### config.mk
export PLATFORM = sky130hd
export DESIGN_NAME = pid_controller_inc_pos_flat
export DESIGN_NICKNAME = d
export VERILOG_FILES = /design/src/rtl/pic_pkg.sv /design/src/rtl/pic_if.sv /design/src/rtl/pic_cfg.sv /design/src/rtl/pic_core.sv /design/src/rtl/pid_controller_inc_pos.sv /design/src/flat_wrapper.sv
export SDC_FILE = /design/constraint.sdc
export NUM_CORES = 2
export LEC_CHECK = 0
export BUFFER_PORTS_ARGS = -buffer_cell sky130_fd_sc_hd__buf_4
export CAP_MARGIN = 15
export CORE_MARGIN = 8
export CORE_UTILIZATION = 40
export CTS_CLUSTER_DIAMETER = 40
export DETAILED_ROUTE_END_ITERATION = 6
export SYNTH_ARGS = -nofsm -noshare
export SYNTH_HDL_FRONTEND = slang
export SYNTH_SLANG_ARGS = --single-unit
### constraint.sdc
create_clock -name clk -period 52.9 [get_ports clk]
set_input_delay 10.58 -clock clk [delete_from_list [all_inputs] [get_ports clk]]
set_output_delay 10.58 -clock clk [all_outputs]
set_load 0.02 [all_outputs]
### src/rtl/pic_pkg.sv
// Shared types and constants for the PID controller block.
`default_nettype none

package pic_pkg;

    // Field widths
    localparam int ValueW = 16;
    localparam int GainW  = 16;
    localparam int LimitW = 15;
    localparam int ErrW   = 17;
    localparam int CfgIdxW  = 3;
    localparam int CfgDataW = 16;

    // Incremental accumulator ceiling, Q.8
    localparam int IncMaxQ8 = 499 * 256;
    localparam int IncAccW  = 17;
    localparam int IntegW   = 24;

    // Limit reset value
    localparam logic [LimitW-1:0] LimitReset = 15'h7FFF;

    // Configuration register indexes
    typedef enum logic [CfgIdxW-1:0] {
        CFG_MODE        = 3'd0,
        CFG_GAIN_PROP   = 3'd1,
        CFG_GAIN_INTEG  = 3'd2,
        CFG_GAIN_DERIV  = 3'd3,
        CFG_DRIVE_LIMIT = 3'd4,
        CFG_INTEG_LIMIT = 3'd5
    } pic_cfg_idx_t;

    // Item kinds
    localparam logic KindSample = 1'b0;
    localparam logic KindClear  = 1'b1;

    // Configuration seen by the datapath
    typedef struct packed {
        logic              mode_positional;
        logic [GainW-1:0]  gain_prop;
        logic [GainW-1:0]  gain_integ;
        logic [GainW-1:0]  gain_deriv;
        logic [LimitW-1:0] drive_limit;
        logic [LimitW-1:0] integ_limit;
    } pic_cfg_t;

endpackage

`default_nettype wire

### src/rtl/pic_if.sv
// Handshake interfaces for the sample and result channels.
`default_nettype none

interface pic_sample_if;
    import pic_pkg::*;

    logic                     valid;
    logic                     ready;
    logic                     kind;
    logic signed [ValueW-1:0] measured;
    logic signed [ValueW-1:0] setpoint;

    modport source (output valid, output kind, output measured, output setpoint,
                    input ready);
    modport sink   (input valid, input kind, input measured, input setpoint,
                    output ready);
endinterface

interface pic_result_if;
    import pic_pkg::*;

    logic                     valid;
    logic                     ready;
    logic signed [ValueW-1:0] drive;

    modport source (output valid, output drive, input ready);
    modport sink   (input valid, input drive, output ready);
endinterface

`default_nettype wire

### src/rtl/pic_cfg.sv
// Configuration register file of the PID controller.
`default_nettype none

module pic_cfg (
    input  wire logic                         clk,
    input  wire logic                         rst_n,
    input  wire logic                         cfg_we,
    input  wire logic [pic_pkg::CfgIdxW-1:0]  cfg_index,
    input  wire logic [pic_pkg::CfgDataW-1:0] cfg_data,
    output pic_pkg::pic_cfg_t                 cfg_regs
);
    import pic_pkg::*;

    pic_cfg_t cfg_reg;

    // Write the addressed register; ignore unused indexes
    always_ff @(posedge clk or negedge rst_n)
    begin
        if (!rst_n)
        begin
            cfg_reg.mode_positional <= 1'b0;
            cfg_reg.gain_prop       <= '0;
            cfg_reg.gain_integ      <= '0;
            cfg_reg.gain_deriv      <= '0;
            cfg_reg.drive_limit     <= LimitReset;
            cfg_reg.integ_limit     <= LimitReset;
        end
        else if (cfg_we)
        begin
            unique case (pic_cfg_idx_t'(cfg_index))
                CFG_MODE:        cfg_reg.mode_positional <= cfg_data[0];
                CFG_GAIN_PROP:   cfg_reg.gain_prop       <= cfg_data;
                CFG_GAIN_INTEG:  cfg_reg.gain_integ      <= cfg_data;
                CFG_GAIN_DERIV:  cfg_reg.gain_deriv      <= cfg_data;
                CFG_DRIVE_LIMIT: cfg_reg.drive_limit     <= cfg_data[LimitW-1:0];
                CFG_INTEG_LIMIT: cfg_reg.integ_limit     <= cfg_data[LimitW-1:0];
                default: ;
            endcase
        end
    end

    assign cfg_regs = cfg_reg;

endmodule

`default_nettype wire

### src/rtl/pic_core.sv
// PID datapath: error history, accumulators and the drive calculation.
`default_nettype none

module pic_core (
    input  wire logic                             clk,
    input  wire logic                             rst_n,
    input  wire pic_pkg::pic_cfg_t                cfg_regs,
    input  wire logic                             fire,
    input  wire logic                             kind,
    input  wire logic signed [pic_pkg::ValueW-1:0] measured,
    input  wire logic signed [pic_pkg::ValueW-1:0] setpoint,
    output logic signed [pic_pkg::ValueW-1:0]     drive_next
);
    import pic_pkg::*;

    localparam logic signed [37:0] IncMaxWide = 38'(IncMaxQ8);
    localparam logic [IncAccW-1:0] IncMax     = IncAccW'(IncMaxQ8);

    // Controller state
    logic signed [ErrW-1:0]   last_err_reg;
    logic signed [ErrW-1:0]   prev_err_reg;
    logic signed [IntegW-1:0] integ_acc_reg;
    logic [IncAccW-1:0]       inc_acc_reg;

    logic signed [ErrW-1:0]   err;
    logic signed [17:0]       diff1;
    logic signed [18:0]       diff2;
    logic signed [18:0]       kp_op;
    logic signed [18:0]       kd_op;
    logic signed [34:0]       prod_kp;
    logic signed [32:0]       prod_ki;
    logic signed [34:0]       prod_kd;
    logic signed [37:0]       inc_sum;
    logic [IncAccW-1:0]       inc_next;
    logic signed [IntegW-1:0] integ_lim;
    logic signed [IntegW-1:0] drive_lim;
    logic signed [33:0]       integ_sum;
    logic signed [IntegW-1:0] integ_next;
    logic signed [36:0]       pos_sum;
    logic signed [IntegW-1:0] pos_out;

    // Error and its first and second differences
    always_comb
    begin
        err   = {setpoint[ValueW-1], setpoint} - {measured[ValueW-1], measured};
        diff1 = {err[ErrW-1], err} - {last_err_reg[ErrW-1], last_err_reg};
        diff2 = {{2{err[ErrW-1]}}, err}
              - {last_err_reg[ErrW-1], last_err_reg, 1'b0}
              + {{2{prev_err_reg[ErrW-1]}}, prev_err_reg};
    end

    // Pick multiplier operands for the selected form
    always_comb
    begin
        if (cfg_regs.mode_positional)
        begin
            kp_op = {{2{err[ErrW-1]}}, err};
            kd_op = {diff1[17], diff1};
        end
        else
        begin
            kp_op = {diff1[17], diff1};
            kd_op = diff2;
        end
    end

    // Three gain multiplies
    assign prod_kp = $signed(cfg_regs.gain_prop)  * kp_op;
    assign prod_ki = $signed(cfg_regs.gain_integ) * err;
    assign prod_kd = $signed(cfg_regs.gain_deriv) * kd_op;

    // Incremental form: add the delta and saturate to 0 .. 499
    always_comb
    begin
        inc_sum = $signed({21'd0, inc_acc_reg}) + 38'(prod_kp) + 38'(prod_ki)
                + 38'(prod_kd);
        if (inc_sum < 38'sd0)
            inc_next = '0;
        else if (inc_sum > IncMaxWide)
            inc_next = IncMax;
        else
            inc_next = inc_sum[IncAccW-1:0];
    end

    // Positional form: clamp the integral, then clamp the sum
    always_comb
    begin
        integ_lim = {1'b0, cfg_regs.integ_limit, 8'h00};
        drive_lim = {1'b0, cfg_regs.drive_limit, 8'h00};
        integ_sum = 34'(integ_acc_reg) + 34'(prod_ki);
        if (integ_sum > 34'(integ_lim))
            integ_next = integ_lim;
        else if (integ_sum < 34'(-integ_lim))
            integ_next = -integ_lim;
        else
            integ_next = integ_sum[IntegW-1:0];

        pos_sum = 37'(prod_kp) + 37'(prod_kd) + 37'(integ_next);
        if (pos_sum > 37'(drive_lim))
            pos_out = drive_lim;
        else if (pos_sum < 37'(-drive_lim))
            pos_out = -drive_lim;
        else
            pos_out = pos_sum[IntegW-1:0];
    end

    // Drive value: integer part of the Q.8 result
    always_comb
    begin
        if (kind == KindClear)
            drive_next = '0;
        else if (cfg_regs.mode_positional)
            drive_next = pos_out[IntegW-1:8];
        else
            drive_next = {7'd0, inc_next[IncAccW-1:8]};
    end

    // Advance the state when an item leaves the input stage
    always_ff @(posedge clk or negedge rst_n)
    begin
        if (!rst_n)
        begin
            last_err_reg  <= '0;
            prev_err_reg  <= '0;
            integ_acc_reg <= '0;
            inc_acc_reg   <= '0;
        end
        else if (fire)
        begin
            if (kind == KindClear)
            begin
                last_err_reg  <= '0;
                prev_err_reg  <= '0;
                integ_acc_reg <= '0;
            end
            else if (cfg_regs.mode_positional)
            begin
                integ_acc_reg <= integ_next;
                last_err_reg  <= err;
            end
            else
            begin
                inc_acc_reg  <= inc_next;
                prev_err_reg <= last_err_reg;
                last_err_reg <= err;
            end
        end
    end

endmodule

`default_nettype wire

### src/rtl/pid_controller_inc_pos.sv
// PID controller top level: input stage, datapath and result register.
//
// Takes one item per clock cycle in steady state while result ready is high.
// An accepted item waits in the input register until the result register is
// free or being drained; then the error history and accumulator update
// together with the result register. The combinational path from the state
// registers through the gain multiplies, accumulation and saturation back
// into the state registers sets this rate. Sample ready follows result ready
// combinationally, so a stalled output holds at most two items in flight.
// Configuration writes take effect on the next edge and belong to idle time.
`default_nettype none

module pid_controller_inc_pos (
    input  wire logic                         clk,
    input  wire logic                         rst_n,
    input  wire logic                         cfg_we,
    input  wire logic [pic_pkg::CfgIdxW-1:0]  cfg_index,
    input  wire logic [pic_pkg::CfgDataW-1:0] cfg_data,
    pic_sample_if.sink                        sample,
    pic_result_if.source                      result
);
    import pic_pkg::*;

    pic_cfg_t cfg_regs;

    logic                     in_valid_reg;
    logic                     kind_reg;
    logic signed [ValueW-1:0] measured_reg;
    logic signed [ValueW-1:0] setpoint_reg;
    logic                     out_valid_reg;
    logic signed [ValueW-1:0] drive_reg;
    logic signed [ValueW-1:0] drive_next;
    logic                     fire;

    pic_cfg u_cfg (
        .clk       (clk),
        .rst_n     (rst_n),
        .cfg_we    (cfg_we),
        .cfg_index (cfg_index),
        .cfg_data  (cfg_data),
        .cfg_regs  (cfg_regs)
    );

    // Move an item on when the result register is free or being drained
    assign fire         = in_valid_reg && (!out_valid_reg || result.ready);
    assign sample.ready = !in_valid_reg || fire;

    // Input stage
    always_ff @(posedge clk or negedge rst_n)
    begin
        if (!rst_n)
            in_valid_reg <= 1'b0;
        else if (sample.ready)
            in_valid_reg <= sample.valid;
    end

    always_ff @(posedge clk)
    begin
        if (sample.valid && sample.ready)
        begin
            kind_reg     <= sample.kind;
            measured_reg <= sample.measured;
            setpoint_reg <= sample.setpoint;
        end
    end

    pic_core u_core (
        .clk        (clk),
        .rst_n      (rst_n),
        .cfg_regs   (cfg_regs),
        .fire       (fire),
        .kind       (kind_reg),
        .measured   (measured_reg),
        .setpoint   (setpoint_reg),
        .drive_next (drive_next)
    );

    // Result register
    always_ff @(posedge clk or negedge rst_n)
    begin
        if (!rst_n)
            out_valid_reg <= 1'b0;
        else if (fire)
            out_valid_reg <= 1'b1;
        else if (result.ready)
            out_valid_reg <= 1'b0;
    end

    always_ff @(posedge clk)
    begin
        if (fire)
            drive_reg <= drive_next;
    end

    assign result.valid = out_valid_reg;
    assign result.drive = drive_reg;

endmodule

`default_nettype wire

### src/flat_wrapper.sv
// flat-port wrapper written by rule: the top's interface ports become plain ports
module pid_controller_inc_pos_flat import pic_pkg::*;
  (clk, rst_n, cfg_we, cfg_index, cfg_data, sample_valid, sample_kind, sample_measured, sample_setpoint, sample_ready, result_valid, result_drive, result_ready);
  pic_sample_if sample_i ();
  pic_result_if result_i ();
  input  wire logic clk;
  input  wire logic rst_n;
  input  wire logic cfg_we;
  input  wire logic [pic_pkg::CfgIdxW-1:0] cfg_index;
  input  wire logic [pic_pkg::CfgDataW-1:0] cfg_data;
  input wire logic [$bits(sample_i.valid)-1:0] sample_valid;
  input wire logic [$bits(sample_i.kind)-1:0] sample_kind;
  input wire logic [$bits(sample_i.measured)-1:0] sample_measured;
  input wire logic [$bits(sample_i.setpoint)-1:0] sample_setpoint;
  output wire logic [$bits(sample_i.ready)-1:0] sample_ready;
  output wire logic [$bits(result_i.valid)-1:0] result_valid;
  output wire logic [$bits(result_i.drive)-1:0] result_drive;
  input wire logic [$bits(result_i.ready)-1:0] result_ready;
  assign sample_i.valid = sample_valid;
  assign sample_i.kind = sample_kind;
  assign sample_i.measured = sample_measured;
  assign sample_i.setpoint = sample_setpoint;
  assign sample_ready = sample_i.ready;
  assign result_valid = result_i.valid;
  assign result_drive = result_i.drive;
  assign result_i.ready = result_ready;
  pid_controller_inc_pos u_core (.clk(clk), .rst_n(rst_n), .cfg_we(cfg_we), .cfg_index(cfg_index), .cfg_data(cfg_data), .sample(sample_i), .result(result_i));
endmodule
After elaboration in Yosys (flattened, before gate mapping)
Cells that the tools add are included.
{"block": "word_totals", "word_cells": 85, "output_inout_bits": 18, "regBits": 205, "inputBits": 57}
{"block": "classes", "mux": 16, "magnitude_cmp": 6, "eq_ne": 6, "n_addsub": 14, "mul": 3, "reduce_logical": 20, "n_bitwise": 2}
{"cell": "24-bit two-way mux", "n": 5}
{"cell": "17-bit two-way mux", "n": 5}
{"cell": "16-bit by 19-bit multiplier with 35-bit output", "n": 2}
{"cell": "23-bit negation with 24-bit output", "n": 2}
{"cell": "37-bit by 35-bit adder with 38-bit output", "n": 1}
{"cell": "38-bit by 18-bit > comparator with 1-bit output (second input constant)", "n": 1}
{"cell": "38-bit by 1-bit < comparator with 1-bit output (second input constant)", "n": 1}
{"cell": "19-bit two-way mux", "n": 2}
{"cell": "36-bit by 24-bit adder with 37-bit output", "n": 1}
{"cell": "36-bit by 33-bit adder with 37-bit output", "n": 1}
{"cell": "37-bit by 24-bit > comparator with 1-bit output", "n": 1}
{"cell": "37-bit < comparator", "n": 1}
{"cell": "23-bit negation with 37-bit output", "n": 1}
{"cell": "18-bit by 35-bit adder with 36-bit output", "n": 1}
{"cell": "35-bit by 35-bit adder with 36-bit output", "n": 1}
{"cell": "24-bit by 33-bit adder with 34-bit output", "n": 1}
{"cell": "34-bit by 24-bit > comparator with 1-bit output", "n": 1}
{"cell": "34-bit < comparator", "n": 1}
{"cell": "23-bit negation with 34-bit output", "n": 1}
{"cell": "16-bit by 17-bit multiplier with 33-bit output", "n": 1}
{"cell": "23-bit two-way mux", "n": 1}
{"cell": "19-bit adder", "n": 1}
{"cell": "17-bit by 18-bit subtractor with 19-bit output", "n": 1}
{"cell": "17-bit by 17-bit subtractor with 18-bit output", "n": 1}
{"cell": "other kinds (17)", "n": 32}

Logic depth before layout (Yosys ltp)
{"block": "logic_depth", "word_depth": 11, "depth_mapped": 80, "mapped_depth_nobuf": 78}

By module
From an unflattened synthesis, not the netlist that was laid out.
{"block": "unflattened", "cells_unflattened": 6018, "area_unflattened_um2": 54566.1}
{"mod": "pic_core", "cells_per_inst": 5789, "area_each_um2": 49796.5, "n_inst": 1, "seq_area_each_um2": 1876.8}
{"mod": "pic_cfg", "cells_per_inst": 172, "area_each_um2": 3194.3, "n_inst": 1, "seq_area_each_um2": 2014.4}
{"mod": "pid_controller_inc_pos", "cells_per_inst": 57, "area_each_um2": 1575.3, "n_inst": 1, "seq_area_each_um2": 1521.5}

Worst setup path after synthesis
OpenSTA, ideal clock, no wires.
{"block": "synth_timing", "path_type": "input port to output port", "startpoint": "input port result_ready", "endpoint": "output port sample_ready", "t_arrival_ps": 10858, "n_path_buf": 0, "slack_ps": 31462, "cell_stages": 1, "required_time_ps": 42320, "path_cell_list": "nand3b_1"}
{"block": "synth_via", "elab_chain_cells": 3}
{"item": "start: declaration", "line": "flat_wrapper.sv:18", "source": "input wire logic [$bits(result_i.ready)-1:0] result_ready;"}
{"item": "1-bit logical OR", "line": "pid_controller_inc_pos.sv:45", "source": "assign fire = in_valid_reg && (!out_valid_reg || result.ready);"}
{"item": "1-bit logical AND", "line": "pid_controller_inc_pos.sv:45"}
{"item": "1-bit logical OR", "line": "pid_controller_inc_pos.sv:46", "source": "assign sample.ready = !in_valid_reg || fire;"}
{"item": "end: declaration", "line": "flat_wrapper.sv:15", "source": "output wire logic [$bits(sample_i.ready)-1:0] sample_ready;"}
No other way between the ends.

Final worst setup path
Same ends and word-level chain as after synthesis.

==> results.ini <==
[setup_path]
r2r_setup_slack_ns=32.79
worst-path-stages=3
path_delay_family=buffers and inverters
critPathBufInv=2
critPathKind=primary input to output pin
required_ns=42.32
slowest_stage=nand3b_1
crit_start=result_ready
cpPeakStageDelay_ns=0.19
crit_chain=buf_4 -> nand3b_1 -> buf_4
path_max_fanout=3
crit_top_cell=buf_4
endpoint_kind=output pin
crit_path_end=sample_ready
r2r-end=u_core.result.drive[2]
rr_worst_depth=77
rr_startpoint=u_core.setpoint_reg[0]
cp.arrival_ns=11.06
worst_setup_path_start_kind=primary input

[clocking]
clock_path_buffers=3
cts.sinks=205
cts_tree=done
path_clk_slew_ns=0.04
post_cts_resized=0
clock_latency_ns=0.62
cts_buffers=47
post_cts_buffers=0
ctsHoldBuffers=0
h-tree-depth=2
clock-root-buffer=clkbuf_16

[timing]
fin_skew_ns=0.0531
fin_crit_sh_pct=40.9
worst_slew_pin_slew_ns=1.20
fmax_ghz=0.0462
finalSetupTns_ns=0
setup_violations=0
drv_slew=0
hold_viol_final=0
rsz0062_at_grt=no
period_minus_slack_ns=21.64
relSlewSlack_pct=20.0

[placement]
gp_congestion=0.950
io_buffers=74
placed_area_sq_um=57400
hpwl_um=136000

[detailed_routing]
ant_nets=0
drtIter0Drc=2981
via_per_inst=5.34
dr_total_vias=42471
wl_per_cell_um=20.4
wl_um=162000
drc=0
dr.pass1.iters=7

[die]
rows=135
core_sq_um=136000
die_w_um=386
initial_utilization_pct=40.3
die_area_sq_um=149000
io_pins=75
die_y_um=386

[synth]
synth_top_area_share_pct=35.7
syn_inst=6152
synth_nets=7704
synth_area_leaders=fa_1 (36%), ha_1 (12%), inv_1 (8.5%), dfrtp_1 (5.8%), nand2_1 (4.8%)
synthFlopType=dfrtp_1
netlist_area_sq_um=54700
yosys_warnings=0
synth.avg_cell_area_sq_um=8.90
yosysUniqueCellTypes=92
synth-edff-count=49
yosysTopAreaCell=fa_1
synthArstFlopShare_pct=76.1
ys_seq_area_share_pct=9.89
synth-seq-cells=205

[cells_and_area]
synthToLayoutAreaGrowth_pct=8.04
nets=7679
fin_util_pct=43.6
drive_above_1_share_pct=6.81
largest_reg_flops=79
fin_area_sq_um=59100

[flow_run]
maxCapViolations=0

[grt]
track_usage_pct=22.0
antenna_found_initial=9
grt_pass1_vias=43554
grt_max_degree=57
grt_pass1_wl_um=255000
grt-ovfl-total=0

[status]
status=complete, no violations

[min_path]
hold_path.class=flip-flop to flip-flop

-- placed cells by master, fill, tap and decap left out, drive strengths merged, types with 33 or more instances in the layout --
cell and count:
a211oi 33, a21o 89, a21oi 241, a31oi 33
and2 353, and3 57, buf 148, clkbuf 58
dfrtp 126, edfxtp 49, fa 977, ha 518
inv 1243, mux2 75, nand2 703, nand2b 61
nand3 74, nor2 169, nor2b 58, nor3 77
o21a 35, o21ai 221, o31ai 33, or3 35
xnor2 187, xor2 78
-- cell type report --
class	instances	area [sq um]
Fill cell	13368	76500
Clock buffer	58	1290
Inverter	1237	4640
Timing Repair Buffer	148	1110
Multi-Input combinational cell	4488	44000
Sequential cell	205	5410
Clock inverter	29	402
Tap cell	1781	2230
Antenna cell	14	35.0
-- how the worst min path moves through the flow --
stage / slack [ns] / startpoint / to / cells past startpoint
4_1_cts: 0.49 / u_core.u_core.prev_err_reg[1] / u_core.u_core.prev_err_reg[1] / 2
5_1_grt: 0.50 / u_core.in_valid_reg / u_core.result.valid / 1
3_5_place_dp: 0.48 / u_core.u_core.prev_err_reg[1] / u_core.u_core.prev_err_reg[1] / 2
6_report: 0.49 / u_core.u_core.prev_err_reg[1] / u_core.u_core.prev_err_reg[1] / 2
2_1_floorplan: 0.45 / u_core.u_core.last_err_reg[1] / u_core.u_core.last_err_reg[1] / 2
3_3_place_gp: 0.46 / u_core.u_core.prev_err_reg[1] / u_core.u_core.prev_err_reg[1] / 2
-- tightest hold or removal path: stages (launching register included) --
cell	delay [ns]
dfrtp_1	0.34
nand2_1	0.05
o21ai_0	0.06
-- cell usage after synthesis (all sizes together) (35+ instances only) --
library cell  instances
nand3                74
or3                  35
inv                1237
xor2                 78
o21a                 35
xnor2               187
clkbuf              207
and3                 57
a21oi               241
fa                  977
nor3                 77
and2                353
nand2               703
nor2b                58
nor2                169
mux2                 75
edfxtp               49
a21o                 89
ha                  518
nand2b               61
o21ai               221
dfrtp               126
-- routing by layer --
layer | wire (um) | up-vias | GRT usage, %
li1 | - | 19491 | -
met1 | 71400 | 21570 | 30.3
met2 | 76200 | 1213 | 36.4
met3 | 9920 | 197 | 2.72
met4 | 4710 | 0 | 6.20
met5 | 0 | - | 0
-- through the flow --
| step | cells | hold WS [ns] | setup WS (ns) |
|---|---|---|---|
| 2_1_floorplan | 6152 | 0.449 | 31.46 |
| 3_3_place_gp | 7859 | 0.462 | 31.27 |
| 3_5_place_dp | 7859 | 0.476 | 31.26 |
| 4_1_cts | 7946 | 0.486 | 31.26 |
| 5_1_grt | 7949 | 0.498 | 31.24 |
| 6_report | 7960 | 0.489 | 31.26 |
-- cells by family after synthesis --
family                   Yosys count  synth area share [%]
AND/OR/NAND/NOR                 1709                  15.4
flip-flops                       205                  9.89
XOR/XNOR                         265                  4.24
adder cells (fa/ha/maj)         1498                  47.6
multiplexers                      94                  1.90
AO/OA/AOI/OAI                    922                  10.9
buffers and inverters           1459                  10.0
Power is not shown: default switching activity piles up to over one toggle a cycle in this logic, so the estimate is an artifact.
